### config.mk
export PLATFORM = sky130hd
export DESIGN_NAME = fpmc_ctrl
export DESIGN_NICKNAME = d
export VERILOG_FILES = /design/src/sv/fpmc_pkg.sv /design/src/sv/fpmc_ctrl.sv
export SDC_FILE = /design/constraint.sdc
export NUM_CORES = 1
export LEC_CHECK = 0
export BUFFER_PORTS_ARGS = -buffer_cell sky130_fd_sc_hd__buf_2
export CORE_MARGIN = 2
export CORE_UTILIZATION = 52
export DETAILED_ROUTE_END_ITERATION = 12
export GPL_TIMING_DRIVEN = 1
export PLACE_DENSITY = 0.86
export RECOVER_POWER = 100
export SYNTH_ARGS = -nofsm -noshare
export SYNTH_HDL_FRONTEND = slang
export SYNTH_SLANG_ARGS = --single-unit
### constraint.sdc
create_clock -name clk_i -period 2.05 [get_ports clk_i]
set_input_delay 0.1025 -clock clk_i [delete_from_list [all_inputs] [get_ports clk_i]]
set_output_delay 0.1025 -clock clk_i [all_outputs]
set_load 0.01 [all_outputs]
### src/sv/fpmc_pkg.sv
// Shared types and constants of the factor engine.
// Holds op codes, controller command and status structs, and the weight table.
// Depends on nothing.
`timescale 1ns / 1ps
`default_nettype none
package fpmc_pkg;

  localparam logic [1:0] OpScore = 2'd0;
  localparam logic [1:0] OpTrain = 2'd1;
  localparam logic [1:0] OpWrite = 2'd2;
  localparam logic [1:0] OpRead  = 2'd3;

  localparam logic [1:0] TabUser = 2'd0;
  localparam logic [1:0] TabItem = 2'd1;
  localparam logic [1:0] TabPrev = 2'd2;
  localparam logic [1:0] TabNext = 2'd3;

  localparam logic CfgLearnRate = 1'b0;
  localparam logic CfgRegular   = 1'b1;

  // Commands from the controller to the datapath.
  typedef struct packed {
    logic load;       // capture the accepted input word
    logic clr_acc;    // clear the dot product accumulator
    logic rd_user;    // issue reads of the user/item element
    logic rd_trans;   // issue reads of the transition element
    logic acc_en;     // accumulate the product of the read data
    logic fin_score;  // round and saturate the sum
    logic wgt_en;     // compute the weight
    logic upd_user;   // write updated user/item element
    logic upd_trans;  // write updated transition element
    logic word_acc;   // perform single word write or read
    logic word_cap;   // capture single word read data
  } ctl_t;

  typedef struct packed {
    logic [1:0] op;
  } sts_t;

  function automatic logic [16:0] wtab(input logic [4:0] i);
    logic [16:0] v;
    unique case (i)
      5'd0: v = 17'd32768;  5'd1: v = 17'd24743;  5'd2: v = 17'd17626;
      5'd3: v = 17'd11955;  5'd4: v = 17'd7812;   5'd5: v = 17'd4971;
      5'd6: v = 17'd3108;   5'd7: v = 17'd1921;   5'd8: v = 17'd1179;
      5'd9: v = 17'd720;    5'd10: v = 17'd439;   5'd11: v = 17'd267;
      5'd12: v = 17'd162;   5'd13: v = 17'd98;    5'd14: v = 17'd60;
      5'd15: v = 17'd36;    default: v = 17'd22;
    endcase
    return v;
  endfunction

endpackage
`default_nettype wire

### src/sv/fpmc_ctrl.sv
// Controller state machine of the factor engine.
// Sequences reads, accumulation, weight and updates; uses fpmc_pkg.
`timescale 1ns / 1ps
`default_nettype none
module fpmc_ctrl #(
  parameter int unsigned K  = 16,
  parameter int unsigned KK = 16
) (
  input  wire                 clk_i,
  input  wire                 rst_ni,
  input  wire                 in_fire_i,
  input  fpmc_pkg::sts_t      sts_i,
  input  wire                 out_free_i,
  output logic                busy_o,
  output logic                done_o,
  output fpmc_pkg::ctl_t      ctl_o,
  output logic [6:0]          elem_o
);

  localparam logic [3:0] SIdle  = 4'd0;
  localparam logic [3:0] SRdU   = 4'd1;
  localparam logic [3:0] SRdT   = 4'd2;
  localparam logic [3:0] SDrain = 4'd3;
  localparam logic [3:0] SFin   = 4'd4;
  localparam logic [3:0] SWgt   = 4'd5;
  localparam logic [3:0] SUpU   = 4'd6;
  localparam logic [3:0] SUpT   = 4'd7;
  localparam logic [3:0] SWord  = 4'd8;
  localparam logic [3:0] SWCap  = 4'd9;
  localparam logic [3:0] SDone  = 4'd10;
  localparam logic [6:0] KM1  = 7'(K - 1);
  localparam logic [6:0] KKM1 = 7'(KK - 1);

  logic [3:0] state_q, state_d;
  logic [6:0] cnt_q, cnt_d;
  logic [1:0] drain_q, drain_d;

  always_comb begin
    state_d = state_q;
    cnt_d   = cnt_q;
    drain_d = drain_q;
    ctl_o   = '0;
    done_o  = 1'b0;
    unique case (state_q)
      SIdle: begin
        if (in_fire_i) begin
          ctl_o.load    = 1'b1;
          ctl_o.clr_acc = 1'b1;
          cnt_d         = '0;
          state_d       = SRdU;
        end
      end
      SRdU: begin
        if (sts_i.op == fpmc_pkg::OpWrite || sts_i.op == fpmc_pkg::OpRead) begin
          state_d = SWord;
        end else begin
          ctl_o.rd_user = 1'b1;
          if (cnt_q == KM1) begin
            cnt_d = '0; state_d = SRdT;
          end else cnt_d = cnt_q + 7'd1;
        end
      end
      SRdT: begin
        ctl_o.rd_trans = 1'b1;
        if (cnt_q == KKM1) begin
          drain_d = '0; state_d = SDrain;
        end else cnt_d = cnt_q + 7'd1;
      end
      SDrain: begin
        drain_d = drain_q + 2'd1;
        if (drain_q == 2'd2) state_d = SFin;
      end
      SFin: begin
        ctl_o.fin_score = 1'b1;
        state_d = (sts_i.op == fpmc_pkg::OpTrain) ? SWgt : SDone;
      end
      SWgt: begin
        ctl_o.wgt_en = 1'b1;
        cnt_d = '0;
        state_d = SUpU;
      end
      SUpU: begin
        ctl_o.upd_user = 1'b1;
        if (cnt_q == KM1) begin
          cnt_d = '0; state_d = SUpT;
        end else cnt_d = cnt_q + 7'd1;
      end
      SUpT: begin
        ctl_o.upd_trans = 1'b1;
        if (cnt_q == KKM1) begin
          drain_d = '0; state_d = SDone;
        end else cnt_d = cnt_q + 7'd1;
      end
      SWord: begin
        ctl_o.word_acc = 1'b1;
        state_d = SWCap;
      end
      SWCap: begin
        ctl_o.word_cap = 1'b1;
        state_d = SDone;
      end
      SDone: begin
        // Update writes trail their reads through the s1, s2 and s3 datapath registers, so wait.
        if (drain_q != 2'd3) drain_d = drain_q + 2'd1;
        else if (out_free_i) begin
          done_o  = 1'b1;
          state_d = SIdle;
        end
      end
      default: state_d = SIdle;
    endcase
  end

  assign busy_o = (state_q != SIdle);
  assign elem_o = cnt_q;

  always_ff @(posedge clk_i or negedge rst_ni) begin
    if (!rst_ni) begin
      state_q <= SIdle;
      cnt_q   <= '0;
      drain_q <= '0;
    end else begin
      state_q <= state_d;
      cnt_q   <= cnt_d;
      drain_q <= drain_d;
    end
  end

endmodule
`default_nettype wire

; Word level (Yosys, flattened, before mapping)
; Cells that the tools add are included.
[op_classes]
n_shift = 0
mul = 0
n_reduce_logical = 9
div_mod_pow = 0
order_cmp = 0
n_eq_ne = 28
mux = 33
n_bitwise = 0
addsub = 2
[ops]
columns = operator, count
row1 = 4-bit one-hot mux with 11 select lines, 1
row2 = 4-bit 2-to-1 mux, 10
row3 = 7-bit one-hot mux with 5 select lines, 1
row4 = 7-bit 2-to-1 mux, 4
row5 = "2-bit inequality test, second input constant", 11
row6 = "4-bit by 3-bit == test with 1-bit output, second input constant", 4
row7 = "4-bit == test, second input constant", 3
row8 = 1-bit 2-to-1 mux, 12
row9 = "4-bit by 2-bit == test with 1-bit output, second input constant", 2
row10 = 2-bit 2-to-1 mux, 4
row11 = 8-bit AND reduction, 1
row12 = "7-bit by 1-bit adder with 7-bit output, second input constant", 1
row13 = "7-bit by 4-bit == test with 1-bit output, second input constant", 1
row14 = "2-bit == test, second input constant", 3
row15 = 2-bit one-hot mux with 3 select lines, 1
row16 = 5-bit nonzero test, 1
row17 = "4-bit by 1-bit == test with 1-bit output, second input constant", 1
row18 = 4-bit zero test, 1
row19 = 4-bit AND reduction, 1
row20 = 4-bit nonzero test, 1
row21 = "3-bit inequality test, second input constant", 1
row22 = 3-bit AND reduction, 1
row23 = 3-bit nonzero test, 1
row24 = "2-bit by 1-bit adder with 2-bit output, second input constant", 1
row25 = other kinds (4), 4
[word_totals]
latch_bits = 0
wordCells = 75
input_bits = 6
mem_count = 0
rom_bits = 0
register_bits = 13
ram_bits = 0

; Logic depth before layout (Yosys ltp)
; Gate-level depths: netlist (run 1).
[depth]
ltp_word = 4
mapped_depth = 6
mapped_depth_nobuf = 6

; Worst setup path before layout (run 1)
; No wires, ideal clock.
[synth_path]
path_type = register to register
startpoint = reg cnt_q[0] (netlist: elem_o[0])
endpoint = reg state_q[0]
path_slack_ns = 0.139
t_arrival_ns = 1.786
path_stages_with_launch = 7
synth_period_minus_slack_ns = 1.911
required_time_ns = 1.925
cell_sequence = dfrtp_1 -> ha_1 -> and3_4 -> and2_2 -> nor3_2 -> or2_4 -> mux2_4
[synth_via]
elab_chain_cells = 3
elab_cells_between_ends = 6
[synth_lines]
columns = element, line_no
row1 = from (decl), fpmc_ctrl.sv:35  ; logic [6:0] cnt_q, cnt_d;
row2 = from (signal assigned), fpmc_ctrl.sv:124  ; cnt_q <= cnt_d;
row3 = 7-bit by 4-bit == test with 1-bit output (*), --
row4 = 3-bit inequality test (no source line) / 2-bit inequality test (equally long branches), --
row5 = 8-bit AND reduction (no source line) (*), --
row6 = to (signal assigned), fpmc_ctrl.sv:119  ; state_q <= SIdle;
row7 = to (signal assigned), fpmc_ctrl.sv:123  ; state_q <= state_d;
row8 = to (decl), fpmc_ctrl.sv:34  ; logic [3:0] state_q, state_d;
; Every way passes the cells marked *; elsewhere a longest branch is shown, timed or not.
; A chain may end at the register's enable or synchronous reset.

; Final worst setup path (run 1)
[layout_path]
startpoint = reg drain_q[1]
endpoint = reg state_q[0]
[layout_via]
elab_chain_cells = 3
elab_cells_between_ends = 5
[layout_lines]
columns = element, line_no
row1 = from (decl), fpmc_ctrl.sv:36  ; logic [1:0] drain_q, drain_d;
row2 = from (signal assigned), fpmc_ctrl.sv:125  ; drain_q <= drain_d;
row3 = 2-bit inequality test / 2-bit == test (equally long branches), "fpmc_ctrl.sv:104, fpmc_ctrl.sv:71"
row4 = 2-bit inequality test (no source line), --
row5 = 8-bit AND reduction (no source line) (*), --
; Marks and branches as above.

==> flow_metrics.env, run 1 <==
export IMPL_rsz0062_at_grt="no"
export IMPL_r2r_start="drain_q[1]"
export IMPL_ys_top_cells_by_area="dfrtp_1, nor2_1, nand2b_1, ha_1, o21ai_0"
export IMPL_outcome="finished clean"
export IMPL_vias=1030
export IMPL_arrival_ps=2050
export IMPL_cts_root_buf="clkbuf_4"
export IMPL_synth_edff_count=0
export IMPL_grtUsageTotal_pct=21.6
export IMPL_maxCapViolations=0
export IMPL_async_flop_share_pct=100
export IMPL_synth_area_per_cell_um2=8.42
export IMPL_ys_seq_area_share_pct=30.7
export IMPL_p_leak_nw=0.534
export IMPL_cts_resized_gates=0
export IMPL_h_tree_depth=1
export IMPL_path_class="flop to flop"
export IMPL_antenna_diode_count=0
export IMPL_synth_area_mm2=0.00106
export IMPL_ff_latch_area_um2=325
export IMPL_layout_cells_most_common="clkbuf_1"
export IMPL_grt_pass1_vias=972
export IMPL_required_ps=2220
export IMPL_crit_start="drain_q[1]"
export IMPL_min_period_ps=1880
export IMPL_totalWireLength_mm=2.43
export IMPL_yosys_area_top_type_share_pct=30.7
export IMPL_drtPass1Iterations=4
export IMPL_drc=0
export IMPL_cp_end_kind="flop"
export IMPL_cp_max_fo=4
export IMPL_cts_tree="yes"
export IMPL_multi_input_area_um2=643
export IMPL_grt_max_degree=19
export IMPL_yosysUniqueCellTypes=49
export IMPL_finalSetupViolations=0
export IMPL_initial_core_util_pct=54.6
export IMPL_ys_flop_type="dfrtp_1"
export IMPL_placedCellCount=174
export IMPL_hold_class="input pin to flop"
export IMPL_skew_ps=3.55
export IMPL_clk_pin_slew_ps=80
export IMPL_ioPinCount=26
export IMPL_relSlewSlack_pct=53.7
export IMPL_tightest_slew_ps=695
export IMPL_cts_buffers=3
export IMPL_start_kind="flop"
export IMPL_r2r_end="state_q[0]"
export IMPL_areaGrowthSynthToFinish_pct=12.5
export IMPL_insertion_delay_ps=280
export IMPL_synth_cells=126
export IMPL_core_mm2=0.00194
export IMPL_dieHeight_um=49.2
export IMPL_holdCritStartpoint="sts_i[1]"
export IMPL_setup_tns_ps=0
export IMPL_reg2regPathDepth=6
export IMPL_fp_dieArea_mm2=0.00242
export IMPL_wire_per_inst_um=13.6
export IMPL_grt_ovfl_total=0
export IMPL_antenna_found_initial=0
export IMPL_whs_endpoint="state_q[1]"
export IMPL_finalHoldViolCount=0
export IMPL_final_cell_mix="clkbuf_1, nor2_1, dfrtp_1"
export IMPL_nNetsFinal=162
export IMPL_clock_sinks=13
export IMPL_syn_nets=135
export IMPL_clock_tree_buffer_depth=2
export IMPL_viasPerCell=5.75
export IMPL_drive_gt1_share_pct=17.1
export IMPL_rows=16
export IMPL_holdPathStages=4
export IMPL_portBuffers=24
export IMPL_drt_initial_drc_count=22
export IMPL_filler_cell_count=190
export IMPL_fmax_mhz=532
export IMPL_dp_hpwl_mm=1.85
export IMPL_die_width_um=49.2
export IMPL_post_synth_top_area_cell="dfrtp_1"
export IMPL_vdd_drop_max_uv=858
export IMPL_synth_seq_cells=13
export IMPL_fin_crit_sh_pct=91.6
export IMPL_place_congestion=0.856
export IMPL_ys_warnings_count=0
export IMPL_powerDensity_mw_per_mm2=1480
export IMPL_r2r_slack_ps=170
export IMPL_ant_nets=0
export IMPL_grt_pass1_wl_mm=4.08
export IMPL_drv_slew=0
export IMPL_final_cells=179
timing repair:
| item | CTS | global route |
|---|---|---|
| endpoints found under the setup margin | 0 | 0 |
| buffers inserted | 0 | 0 |
| hold endpoints to repair | 13 | 0 |
| hold buffers | 1 | 0 |
Yosys cell counts (2+ instances only):
library cell,n
a21o_1,2
a21oi_1,2
mux2i_1,2
nor3_1,6
o22ai_1,2
mux2_2,2
nand2_1,8
dfrtp_1,13
ha_1,3
or3b_1,2
o31ai_1,2
nand3_1,2
or2_4,2
buf_6,2
inv_1,7
buf_4,3
clkbuf_1,2
nor2_1,19
nand2b_1,7
o21ai_1,2
o21ai_0,7
a22o_1,2
logic make-up (layout without fill, tap and decap cells):
family | Yosys count | after routing | synth area share (%)
AOI/OAI and AO/OA | 32 | 32 | 22.5
adders and majority gates | 3 | 3 | 3.54
buffers and inverters | 15 | 41 | 7.90
DFF | 13 | 13 | 30.7
muxes | 5 | 5 | 5.42
other | 1 | 1 | 0.353
and+or+nand+nor | 57 | 57 | 29.6
flip-flops by register name, summed over array words and instances (netlist names):
register and count:
state_q 4, elem_o 7, drain_q 2
power by group:
part / internal [mW] / switching, mW / leakage (nW)
combinational: 0.501 / 0.702 / 0.349
clock: 0.0757 / 0.0883 / 0.0150
sequential: 0.336 / 0.0620 / 0.170
total: 0.912 / 0.852 / 0.534
cell type report:
class / instances / share of cell area, %
multi-input cells: 98 / 53.9
flip-flops and latches: 13 / 27.3
repair buffers: 30 / 11.6
well taps: 27 / 2.83
clock buffers: 4 / 2.20
inverters: 7 / 2.20
metal layers:
layer | wire length, um | GRT usage, % | up-vias
met5 | 0 | 0 | -
met4 | 23 | 7.62 | 0
met3 | 116 | 4.60 | 6
met2 | 1230 | 35.8 | 29
met1 | 1060 | 27.6 | 503
li1 | - | - | 492
worst max-delay path, cell delays in order, from the launching register on:
cell     delay, ps
dfrtp_1        410
ha_1           210
nand2_1         90
or3b_1         380
o21ai_1        180
or2_4          200
mux2_4         290
how the worst max path moves through the flow:
stage                       endpoint  slack [ps]  cells past startpoint
after CTS                 state_q[0]         190                      6
final                     state_q[0]         170                      6
after floorplan           state_q[0]         140                      6
after global placement    state_q[0]         300                      6
after detailed placement  state_q[0]         210                      6
after global routing       elem_o[5]          60                      6
metrics by stage:
stage	power [mW]	hold WS [ps]	setup WS [ps]	area [um2]	utilization, %
after floorplan	1.37	-193	139	1060	-
after detailed placement	1.64	5.52	208	1190	61.5
after CTS	1.81	236	188	1230	63.4
after global placement	1.60	-2.25	296	1190	61.5
after global routing	1.92	296	63.8	1190	61.5
final	1.76	262	172	1190	61.5
Power figures use the tool's default switching activity.
==> run 2, diff against run 1 <==
- ABC_AREA: default -> 1
- CORE_UTILIZATION: 52 -> 53
==> flow_metrics.env, run 2 <==
export IMPL_path_cells="ha_1 > nand2_1 > nor2_1 > nand2_1 > nand2_1 > nand2_1 > nand2_2 > nand2_1 > nand2_1"
export IMPL_required_ps=2270
export IMPL_maxCapViolations=0
export IMPL_path_class="flop to flop"
export IMPL_dieHeight_um=50.6
export IMPL_vdd_drop_max_uv=833
export IMPL_tightest_slew_ps=729
export IMPL_drv_slew=0
export IMPL_post_cts_buffers=0
export IMPL_antenna_found_initial=0
export IMPL_totalWireLength_mm=2.50
export IMPL_arrival_ps=1940
export IMPL_die_width_um=50.6
export IMPL_filler_cell_count=217
export IMPL_final_cells=247
export IMPL_fp_dieArea_mm2=0.00256
export IMPL_yosysUniqueCellTypes=22
export IMPL_synth_seq_cells=13
export IMPL_relSlewSlack_pct=51.4
export IMPL_yosys_area_top_type_share_pct=28.3
export IMPL_grt_max_degree=14
export IMPL_ys_top_cells_by_area="dfrtp_1, nand2_1, inv_1, nand3_1, nor2_1"
export IMPL_grt_pass1_vias=1018
export IMPL_outcome="finished clean"
export IMPL_rows=16
export IMPL_synth_area_mm2=0.00115
export IMPL_rsz0062_at_grt="no"
export IMPL_portBuffers=24
export IMPL_path_delay_family="simple AND/OR/NAND/NOR gates"
export IMPL_core_mm2=0.00200
export IMPL_viasPerCell=4.95
export IMPL_post_synth_top_area_cell="dfrtp_1"
export IMPL_skew_ps=1.26
export IMPL_antenna_diode_count=0
export IMPL_cts_buffers=3
export IMPL_ys_flop_type="dfrtp_1"
export IMPL_powerDensity_mw_per_mm2=1170
export IMPL_p_leak_nw=0.806
export IMPL_finalSetupViolations=0
export IMPL_insertion_delay_ps=270
export IMPL_grt_pass1_wl_mm=4.35
export IMPL_power_mw=1.49
export IMPL_drc=0
export IMPL_hold_class="input pin to flop"
export IMPL_areaGrowthSynthToFinish_pct=11.1
export IMPL_fin_crit_sh_pct=84.1
export IMPL_cp_end_kind="flop"
export IMPL_async_flop_share_pct=100
export IMPL_placed_cell_area_mm2=0.00128
export IMPL_layout_cells_most_common="nand2_1"
export IMPL_largest_reg_flops=7
export IMPL_h_tree_depth=1
export IMPL_grt_ovfl_total=0
export IMPL_cts_resized_gates=0
export IMPL_clk_pin_slew_ps=80
export IMPL_syn_nets=203
export IMPL_finalHoldViolCount=0
export IMPL_synth_most_common_cell="nand2_1"
export IMPL_setup_tns_ps=0
export IMPL_dp_hpwl_mm=1.99
export IMPL_clock_sinks=13
export IMPL_nNetsFinal=230
export IMPL_ant_nets=0
export IMPL_start_kind="flop"
export IMPL_min_period_ps=1720
export IMPL_place_congestion=0.891
export IMPL_cp_common_cell="nand2_1"
export IMPL_cp_max_fo=8
export IMPL_slowest_stage="dfrtp_1"
export IMPL_ys_warnings_count=0
export IMPL_grtUsageTotal_pct=22.0
export IMPL_fmax_mhz=580
export IMPL_clock_tree_buffer_depth=2
export IMPL_dpl_worst_slack_ps=405
export IMPL_synth_cells=194
export IMPL_final_cell_mix="nand2_1, inv_1, nor2_1"
export IMPL_drtPass1Iterations=4
export IMPL_initial_core_util_pct=57.4
export IMPL_vias=1222
export IMPL_drt_initial_drc_count=50
export IMPL_ys_seq_area_share_pct=28.3
export IMPL_critPathBufInv=0
export IMPL_placedCellCount=242
export IMPL_worst_slack_ps=326
export IMPL_yosys_top_cells_count="nand2_1, inv_1, nor2_1"
export IMPL_drive_gt1_share_pct=9.55
export IMPL_cts_tree="yes"
export IMPL_cts_root_buf="clkbuf_4"
export IMPL_synth_edff_count=0
export IMPL_wire_per_inst_um=10.1
export IMPL_ioPinCount=26
export IMPL_critical_path_max_stage_delay_ps=470
export IMPL_final_cell_area_mm2=0.00128
export IMPL_synth_area_per_cell_um2=5.93
run 2: kinds of logic after synthesis:
family	synth area share [%]
XOR/XNOR	0.762
adder cells (fa/ha/maj)	3.26
AND/OR/NAND/NOR	52.3
AO/OA/AOI/OAI	3.81
flip-flops	28.3
other	0.326
buffers and inverters	11.2
run 2: worst paths after layout:
path | start | cells after the start | slack (ps) | end
max | elem_o[0] | 9 | 330 | elem_o[4]
min | out_free_i | 4 | 150 | state_q[3]
max reg2reg | elem_o[0] | 9 | 330 | elem_o[4]
min reg2reg | drain_q[1] | 2 | 530 | drain_q[1]
max in group asynchronous | rst_ni | 2 | 1200 | state_q[3]
min in group asynchronous | rst_ni | 2 | 390 | state_q[1]
run 2: cell type report:
class	count	area, um2	share of cell area, %
multi-input combinational	149	671	52.5
timing repair buffer	25	113	8.81
clock buffer	4	26.3	2.06
tap	27	33.8	2.64
sequential	13	325	25.5
inverter	29	109	8.52
run 2: power breakdown:
part,leakage (nW),internal (mW),switching [mW]
clock,0.0150,0.0755,0.0846
combinational,0.618,0.291,0.612
sequential,0.173,0.324,0.102
run 2: timing repair:
action                                  4_1_cts  5_1_grt
hold endpoints to repair                     13        0
endpoints found under the setup margin        0        0
hold buffers                                  1        0
run 2: metal layers:
metal,part of all wire (%),track usage [%],up-vias
met2,46,36.4,45
met3,8.3,5.36,2
li1,-,-,648
met5,0,0,-
met1,45,29.9,527
met4,0.52,2.70,0
run 2: stage by stage:
step,hold slack (ps),utilization [%]
after floorplan,-193,-
after global placement,7.65,64.1
after detailed placement,12.5,64.1
after CTS,145,65.9
after global routing,191,63.8
final,149,63.8
run 2: tightest hold or removal path, cell delays in order:
cell and delay, ps:
buf_2 70, nand2_1 70, nand2_1 80, nand2_1 60
